===== config.mk =====
export PLATFORM = sky130hd
export DESIGN_NAME = lookup2_block_hash_top
export DESIGN_NICKNAME = d
export VERILOG_FILES = /design/src/hdl/l2bh_pkg.sv /design/src/hdl/l2bh_absorb.sv /design/src/hdl/l2bh_final.sv /design/src/hdl/lookup2_block_hash_top.sv
export VERILOG_INCLUDE_DIRS = /design/src /design/src/hdl
export SDC_FILE = /design/constraint.sdc
export NUM_CORES = 2
export LEC_CHECK = 0
export BUFFER_PORTS_ARGS = -buffer_cell sky130_fd_sc_hd__buf_2
export CAP_MARGIN = 20
export CORE_UTILIZATION = 60
export DETAILED_ROUTE_END_ITERATION = 7
export PLACE_DENSITY = 0.9
export SETUP_SLACK_MARGIN = 0.2
export SYNTH_ARGS = -nofsm -noshare
export SYNTH_HDL_FRONTEND = slang
export SYNTH_SLANG_ARGS = --single-unit

===== constraint.sdc =====
create_clock -name clk -period 22.5 [get_ports clk]
set_input_delay 1.125 -clock clk [delete_from_list [all_inputs] [get_ports clk]]
set_output_delay 1.125 -clock clk [all_outputs]
set_load 0.02 [all_outputs]

===== src/hdl/lookup2_block_hash_top_macros.svh =====
// assertion macros used by the final stage of the lookup2 block hash rtl
`ifndef LOOKUP2_BLOCK_HASH_TOP_MACROS_SVH
`define LOOKUP2_BLOCK_HASH_TOP_MACROS_SVH

`ifndef ASSERT_OFF

// property checked at every clock edge outside reset
`define L2BH_ASSERT(lbl, prop, msg) \
    lbl: assert property (@(posedge clk) disable iff (!rst_n) (prop)) else $error(msg);

// condition in one cycle implies another in the next cycle
`define L2BH_ASSERT_NEXT(lbl, ante, cons, msg) \
    lbl: assert property (@(posedge clk) disable iff (!rst_n) (ante) |=> (cons)) \
        else $error(msg);

`else

`define L2BH_ASSERT(lbl, prop, msg)
`define L2BH_ASSERT_NEXT(lbl, ante, cons, msg)

`endif

`endif


===== src/hdl/l2bh_pkg.sv =====
// types, constants and mixing functions of the lookup2 block hash
package l2bh_pkg;

    localparam logic [31:0] GOLDEN_RATIO = 32'h9e37_79b9;
    localparam logic [3:0]  BLOCK_BYTES  = 4'd12;
    localparam logic [31:0] BLOCK_LEN    = 32'd12;

    // the three hash accumulators
    typedef struct packed {
        logic [31:0] a;
        logic [31:0] b;
        logic [31:0] c;
    } abc_t;

    // lookup2 mix of the three accumulators
    function automatic abc_t mix3(input abc_t s);
        logic [31:0] a;
        logic [31:0] b;
        logic [31:0] c;
        abc_t        r;
        a = s.a;
        b = s.b;
        c = s.c;
        a = a - b - c; a = a ^ (c >> 13);
        b = b - c - a; b = b ^ (a << 8);
        c = c - a - b; c = c ^ (b >> 13);
        a = a - b - c; a = a ^ (c >> 12);
        b = b - c - a; b = b ^ (a << 16);
        c = c - a - b; c = c ^ (b >> 5);
        a = a - b - c; a = a ^ (c >> 3);
        b = b - c - a; b = b ^ (a << 10);
        c = c - a - b; c = c ^ (b >> 15);
        r.a = a;
        r.b = b;
        r.c = c;
        return r;
    endfunction

    // mask of the tail bytes that fall in the word starting at byte lo
    function automatic logic [31:0] lane_mask(input logic [3:0] n, input logic [3:0] lo);
        logic [31:0] m;
        if (n <= lo)
        begin
            m = 32'h0000_0000;
        end
        else if (n >= 4'(lo + 4'd4))
        begin
            m = 32'hffff_ffff;
        end
        else
        begin
            case (4'(n - lo))
                4'd1:    m = 32'h0000_00ff;
                4'd2:    m = 32'h0000_ffff;
                4'd3:    m = 32'h00ff_ffff;
                default: m = 32'hffff_ffff;
            endcase
        end
        return m;
    endfunction

endpackage


===== src/hdl/l2bh_absorb.sv =====
// input register, block accumulators and tail absorption
module l2bh_absorb
    import l2bh_pkg::*;
(
    input  logic        clk,
    input  logic        rst_n,
    input  logic [31:0] word0,
    input  logic [31:0] word1,
    input  logic [31:0] word2,
    input  logic [3:0]  byte_count,
    input  logic        last,
    input  logic        in_valid,
    output logic        in_stall,
    input  logic [31:0] seed,
    output logic        fin_valid,
    output abc_t        fin_data,
    input  logic        fin_ready
);

    logic        vld_reg;
    logic [31:0] w0_reg;
    logic [31:0] w1_reg;
    logic [31:0] w2_reg;
    logic [3:0]  cnt_reg;
    logic        last_reg;
    logic        in_key_reg;
    logic        in_key_next;
    abc_t        acc_reg;
    abc_t        acc_next;
    logic [31:0] len_reg;
    logic [31:0] len_next;

    abc_t        base;
    logic [31:0] base_len;
    abc_t        sum;
    abc_t        mixed;
    logic [3:0]  cnt_sat;
    logic        full;
    abc_t        m;
    logic [31:0] len_m;
    logic [3:0]  tail_n;
    logic [31:0] len_tail;
    logic        go;

    // the held transaction moves on unless it is a last block and the final stage is full
    assign go        = vld_reg && (!last_reg || fin_ready);
    assign in_stall  = vld_reg && !go;
    assign fin_valid = vld_reg && last_reg;

    // block absorption and tail addition
    always_comb
    begin
        if (in_key_reg)
        begin
            base     = acc_reg;
            base_len = len_reg;
        end
        else
        begin
            base.a   = GOLDEN_RATIO;
            base.b   = GOLDEN_RATIO;
            base.c   = seed;
            base_len = 32'd0;
        end
        cnt_sat = (cnt_reg > BLOCK_BYTES) ? BLOCK_BYTES : cnt_reg;
        full    = !last_reg || (cnt_sat == BLOCK_BYTES);
        sum.a   = base.a + w0_reg;
        sum.b   = base.b + w1_reg;
        sum.c   = base.c + w2_reg;
        mixed   = mix3(sum);
        if (full)
        begin
            m     = mixed;
            len_m = base_len + BLOCK_LEN;
        end
        else
        begin
            m     = base;
            len_m = base_len;
        end
        tail_n     = full ? 4'd0 : cnt_sat;
        len_tail   = len_m + {28'd0, tail_n};
        fin_data.a = m.a + (w0_reg & lane_mask(tail_n, 4'd0));
        fin_data.b = m.b + (w1_reg & lane_mask(tail_n, 4'd4));
        fin_data.c = m.c + len_tail + ((w2_reg & lane_mask(tail_n, 4'd8)) << 8);
    end

    // next accumulator state
    always_comb
    begin
        acc_next    = acc_reg;
        len_next    = len_reg;
        in_key_next = in_key_reg;
        if (go)
        begin
            if (last_reg)
            begin
                in_key_next = 1'b0;
            end
            else
            begin
                acc_next    = mixed;
                len_next    = len_m;
                in_key_next = 1'b1;
            end
        end
    end

    // control state
    always_ff @(posedge clk or negedge rst_n)
    begin
        if (!rst_n)
        begin
            vld_reg    <= 1'b0;
            in_key_reg <= 1'b0;
        end
        else
        begin
            in_key_reg <= in_key_next;
            if (!in_stall)
            begin
                vld_reg <= in_valid;
            end
        end
    end

    // input register and accumulators
    always_ff @(posedge clk)
    begin
        acc_reg <= acc_next;
        len_reg <= len_next;
        if (in_valid && !in_stall)
        begin
            w0_reg   <= word0;
            w1_reg   <= word1;
            w2_reg   <= word2;
            cnt_reg  <= byte_count;
            last_reg <= last;
        end
    end

endmodule


===== src/hdl/l2bh_final.sv =====
// final mix stage and hash output register
`include "lookup2_block_hash_top_macros.svh"

module l2bh_final
    import l2bh_pkg::*;
(
    input  logic        clk,
    input  logic        rst_n,
    input  logic        fin_valid,
    input  abc_t        fin_data,
    output logic        fin_ready,
    output logic        out_valid,
    input  logic        out_stall,
    output logic [31:0] hash
);

    logic        fin_vld_reg;
    abc_t        fin_reg;
    logic        out_valid_reg;
    logic [31:0] hash_reg;
    logic [31:0] hash_next;
    logic        out_ready;
    abc_t        fin_mixed;

    assign out_ready = !out_valid_reg || !out_stall;
    assign fin_ready = !fin_vld_reg || out_ready;
    assign fin_mixed = mix3(fin_reg);
    assign hash_next = fin_mixed.c;
    assign out_valid = out_valid_reg;
    assign hash      = hash_reg;

    // valid flags of the two stages
    always_ff @(posedge clk or negedge rst_n)
    begin
        if (!rst_n)
        begin
            fin_vld_reg   <= 1'b0;
            out_valid_reg <= 1'b0;
        end
        else
        begin
            if (fin_ready)
            begin
                fin_vld_reg <= fin_valid;
            end
            if (out_ready)
            begin
                out_valid_reg <= fin_vld_reg;
            end
        end
    end

    // stage payloads
    always_ff @(posedge clk)
    begin
        if (fin_valid && fin_ready)
        begin
            fin_reg <= fin_data;
        end
        if (fin_vld_reg && out_ready)
        begin
            hash_reg <= hash_next;
        end
    end

    // checks on the stage hand-off
    `L2BH_ASSERT_NEXT(a_fin_hold, fin_vld_reg && !out_ready, fin_vld_reg && $stable(fin_reg), "final stage lost its transaction")
    `L2BH_ASSERT(a_out_src, $rose(out_valid_reg) |-> $past(fin_vld_reg), "hash appeared without a final stage transaction")
    `L2BH_ASSERT(a_fin_full, !fin_ready |-> (fin_vld_reg && out_valid_reg && out_stall), "final stage refused while room was free")

endmodule


===== src/hdl/lookup2_block_hash_top.sv =====
// lookup2 block hash top level: seed register and stage wiring
// path: the input register, the final stage register and the hash output register lie between input and hash
// throughput: one 12-byte block per cycle while in_stall is low, set by the accumulator loop through one mix
// the final mix of a key sits in its own stage, so keys may follow each other directly
// reset: rst_n asynchronous active low, clears all valid flags, the key flag and the seed
module lookup2_block_hash_top
    import l2bh_pkg::*;
(
    input  logic        clk,
    input  logic        rst_n,
    input  logic [31:0] word0,
    input  logic [31:0] word1,
    input  logic [31:0] word2,
    input  logic [3:0]  byte_count,
    input  logic        last,
    input  logic        in_valid,
    output logic        in_stall,
    output logic [31:0] hash,
    output logic        out_valid,
    input  logic        out_stall,
    input  logic        cfg_valid,
    output logic        cfg_ready,
    input  logic [31:0] cfg_data
);

    logic [31:0] seed_reg;
    logic        fin_valid;
    logic        fin_ready;
    abc_t        fin_data;

    assign cfg_ready = 1'b1;

    // seed register
    always_ff @(posedge clk or negedge rst_n)
    begin
        if (!rst_n)
        begin
            seed_reg <= 32'd0;
        end
        else if (cfg_valid && cfg_ready)
        begin
            seed_reg <= cfg_data;
        end
    end

    // block absorption
    l2bh_absorb u_absorb (
        .clk        (clk),
        .rst_n      (rst_n),
        .word0      (word0),
        .word1      (word1),
        .word2      (word2),
        .byte_count (byte_count),
        .last       (last),
        .in_valid   (in_valid),
        .in_stall   (in_stall),
        .seed       (seed_reg),
        .fin_valid  (fin_valid),
        .fin_data   (fin_data),
        .fin_ready  (fin_ready)
    );

    // final mix and output
    l2bh_final u_final (
        .clk        (clk),
        .rst_n      (rst_n),
        .fin_valid  (fin_valid),
        .fin_data   (fin_data),
        .fin_ready  (fin_ready),
        .out_valid  (out_valid),
        .out_stall  (out_stall),
        .hash       (hash)
    );

endmodule


Yosys cells after proc, flatten, opt, wreduce, memory -nomap -nowiden
Index checks and enable logic that the tools add are counted.

Register bits after elaboration: 393. Bits in latches: 0. RAM bits: 0. Bits in read-only memories: 0. Bits of input ports: 138. Output and inout bits: 35. Memories kept: 0.

$add $sub $neg: 47. Multiply operators: 0. Div/mod/pow operators: 0. Magnitude comparators: 7. Equal/unequal tests: 10. Shift-type cells: 0. Multiplexer cells: 16. Bitwise logic cells: 22. Reductions and logical operators: 17.

Operators by type and width (count): subtractor 32 bit (36); adder 32 bit (7); 2-to-1 mux 32 bit (6); 2-to-1 mux 96 bit (2); one-hot mux 32 bit (3 select lines) (2); XOR 32 bit (6); XOR 32 x 19 -> 32 bit (4); one-hot mux 24 bit (3 select lines) (1); AND 32 bit (2); XOR 32 x 17 -> 32 bit (2); XOR 32 x 20 -> 32 bit (2); XOR 32 x 27 -> 32 bit (2); XOR 32 x 29 -> 32 bit (2); 2-to-1 mux 24 bit (2); adder 32 x 4 -> 32 bit (1); adder 32 x 4 -> 32 bit, second input constant (1); AND 24 bit (1); == test 4 x 2 -> 1 bit, second input constant (6); == test 4 x 1 -> 1 bit, second input constant (3); greater-or-equal comparator 4 bit, second input constant (2); 2-to-1 mux 4 bit (2); logical AND 1 bit (6); logical NOT 1 bit (6); == test 4 bit, second input constant (1); other kinds (11) (14).

Logic depth before layout (Yosys ltp)
Word-level depth: 24. Mapped depth: 122.

Hierarchy
A second synthesis with hierarchy kept.

Cells, all modules: 7979. Area total of the unflattened synthesis: 70737.8 µm².

By module, submodules not included: l2bh_absorb (times used 1, cells an instance 4813, area each 41857.6 µm², seq. area each 6926.6 µm²); l2bh_final (times used 1, cells an instance 3096, area each 27523.9 µm², seq. area each 3893.7 µm²); lookup2_block_hash_top (times used 1, cells an instance 70, area each 1356.3 µm², seq. area each 800.8 µm²).

Least setup slack after synthesis
OpenSTA, ideal clock, no wires.

Kind: reg-to-reg. Start point: reg u_absorb.in_key_reg. End point: reg u_final.fin_reg[31] (netlist name) (data pin). Setup time: 0.260 ns. Data arrival time: 24.111 ns. Data required time: 22.240 ns. Path slack: -1.871 ns. Stages on the path, launching flop included: 120. Clock period less this slack: 24.371 ns. Path through: dfrtp_1 > buf_2 > buf_1 > buf_1 > clkbuf_1 > and2_1 > inv_1 > fa_1 > maj3_1 > o21ba_2 > o21ai_0 > maj3_1 > a21oi_1 > xnor2_1 > fa_1 > inv_1 > fa_1 > inv_1 > [... 84 more ...] > mux2i_1 > fa_1 > inv_1 > ha_1 > a21o_1 > a41o_1 > nand2_1 > a21oi_1 > o21ai_0 > a21boi_0 > o2111ai_1 > a31oi_1 > a21oi_1 > o21ai_0 > a21o_1 > a21oi_1 > xor2_1 > xnor2_1.

RTL lines: start, declared (RTL line l2bh_absorb.sv:26) `logic in_key_reg;`; start signal, assigned (RTL line l2bh_absorb.sv:119) `in_key_reg <= in_key_next;`; end signal, assigned (RTL line l2bh_final.sv:58) `fin_reg <= fin_data;`; end, declared (RTL line l2bh_final.sv:18) `abc_t fin_reg;`.

==> results.cfg <==
[status]
status = complete, but fails checks
violations = design-rule violations, negative setup slack

[routing]
drc = 570
wirelength_um = 312000
ant_nets = 0
drt_iter0_markers = 8843
via_per_inst = 6.18
wire_per_inst_um = 26.8
vias = 71999
dr.pass1.iters = 8

[synth]
syn_nets = 9329
async_reset_ff_frac = 0.0916
yosysUniqueCellTypes = 105
syn_area_mm2 = 0.0690
yosysSeqAreaShare = 0.168
avgSynthCellArea_um2 = 8.79
synth_edf_count = 357
synth-warning-count = 0
netlist.top_cell.by_area = fa_1
netlist_instances = 7848
synthTopCellsByArea = fa_1, edfxtp_1, ha_1
synth_seq_cells = 393
ys.flop_type = edfxtp_1
yosysTopAreaCellShare = 0.173

[flow_run]
cap_viol_max_count = 0

[placement]
numPortBuffers = 171
place_ws_ps = -2000
place.gp.congestion = 1.06
dp_hpwl_um = 232000
dpl.cell_count = 11319

[sta]
max_freq_mhz = 39.7
skew_ps = 69.1
period_needed_ps = 25170
whs_ps = 520
worst_slew_pin_slew_ps = 1330
setup_tns_ps = -40370
setup_viol = 34
setup_slack_ps = -2670
period_share = 1.12
finalHoldViolations = 0
rsz0062_at_grt = true
slew_violations = 0
relSlewSlack = 0.112

[clocking]
clk_latency_ps = 670
numCtsBuffers = 43
cts_sinks = 393
clock_path_buffers = 3
cts_tree = done
htreeDepth = 2
clockRootBuffer = clkbuf_16
path_clk_slew_ps = 100

[floorplan]
pin_count = 173
num_rows = 124
die_w_um = 341
start_util = 0.604
die_h_um = 341
die_area_mm2 = 0.116
core_mm2 = 0.114

[critical_path]
path_max_fanout = 19
rr_startpoint = u_absorb.in_key_reg
worstSetupStartpointType = flop
cp.required_ps = 22860
worstSetupPathType = reg2reg
cpMostUsedCell = buf_4
endpoint_kind = flop
crit_path_start = u_absorb.in_key_reg
slowest_delay_ps = 970
cpMaxStageDelayCell = fa_1
cp.arrival_ps = 25520

[global_route]
grt_pass1_wl_um = 437000
grt_pass1_vias = 74768
grt_usage = 0.504
antenna_found_initial = 35
grt_max_degree = 68
grt_overflow_total = 0

[min_path]
min_from = seed_reg[16]
hold_path.class = reg2reg

[layout]
mostFrequentLayoutCells = buf_4, inv_1, ha_1, xnor2_1, fa_1
final_common_cell = buf_4
area_growth_pct = 35.1
drive_above_1_share = 0.310
fin_cells = 11657
fin_nets = 11580
-- worst max-delay path, delay by kind of cell (launching register included) --
family,cells,cell delay [ps]
AOI/OAI and AO/OA,42,6700
DFF,1,520
muxes,2,530
adders and majority gates,16,7360
buffers and inverters,26,3810
xor gates and xnor gates,13,2880
and+or+nand+nor,18,2930
-- routing by layer --
layer,up-vias,routed length [um],track usage
li1,30520,-,-
met5,-,332,0.000408
met1,33579,94400,0.504
met2,5330,137000,0.828
met3,2544,34000,0.127
met4,26,46100,0.533
-- final cells by class --
cell class / count / area, um2
clock inverters: 30 / 325
inverters: 1575 / 5910
multi-input cells: 5812 / 55200
fillers: 6576 / 21000
clock buffers: 49 / 1130
repair buffers: 2274 / 17100
well taps: 1512 / 1890
flip-flops and latches: 393 / 11600
diodes: 12 / 30.0
-- per-stage QoR --
step / area [um2] / utilization
6_report: 93200 / 0.816
3_3_place_gp: 86300 / 0.756
5_1_grt: 93200 / 0.816
2_1_floorplan: 69800 / -
3_5_place_dp: 86300 / 0.756
4_1_cts: 90800 / 0.795
-- Yosys cell counts (all sizes together), types with 12 or more instances --
master	number
o31a	24
xnor3	21
or2	27
o21ai	357
buf	21
a21boi	40
clkbuf	47
a211oi	47
nand2b	136
nand2	397
nor4	13
nand4	41
a211o	16
o21bai	101
nor3	80
xor2	301
dfrtp	36
nand3	105
ha	748
or3	41
edfxtp	357
a21o	250
a31o	15
o31ai	20
inv	1574
and3	52
mux2i	30
a31oi	57
mux2	77
nor2b	100
o211ai	35
a21oi	535
nor2	414
xnor2	786
o211a	12
a221oi	13
o21a	101
and2	77
and4	13
fa	595
-- what timing repair did --
item | in CTS | in global routing
cloned | 2 | 1
hold buffers | 0 | 0
setup buffers | 168 | 72
hold endpoints to repair | 0 | 0
pin swaps | 213 | 190
gates resized for setup | 330 | 330
setup endpoints to repair | 33 | 60
-- cell families after synthesis --
kind of cell / share of synthesized area
multiplexers: 0.0169
AO/OA/AOI/OAI: 0.162
flip-flops: 0.168
adder cells (fa/ha/maj): 0.309
XOR/XNOR: 0.149
AND/OR/NAND/NOR: 0.106
buffers and inverters: 0.0895
other: 0.0000544
-- worst paths after layout --
kind / cells after the start / slack (ps) / endpoint
hold reg to reg: 1 / 520 / seed_reg[16]
setup reg to reg: 117 / -2670 / u_final.fin_reg[31]
hold / removal: 1 / 520 / seed_reg[16]
max in group asynchronous: 2 / 21330 / u_absorb.in_key_reg
min in group asynchronous: 2 / 610 / seed_reg[27]
setup / recovery: 117 / -2670 / u_final.fin_reg[31]
Power is not shown: default switching activity piles up to over one toggle a cycle in this logic, so the estimate is an artifact.
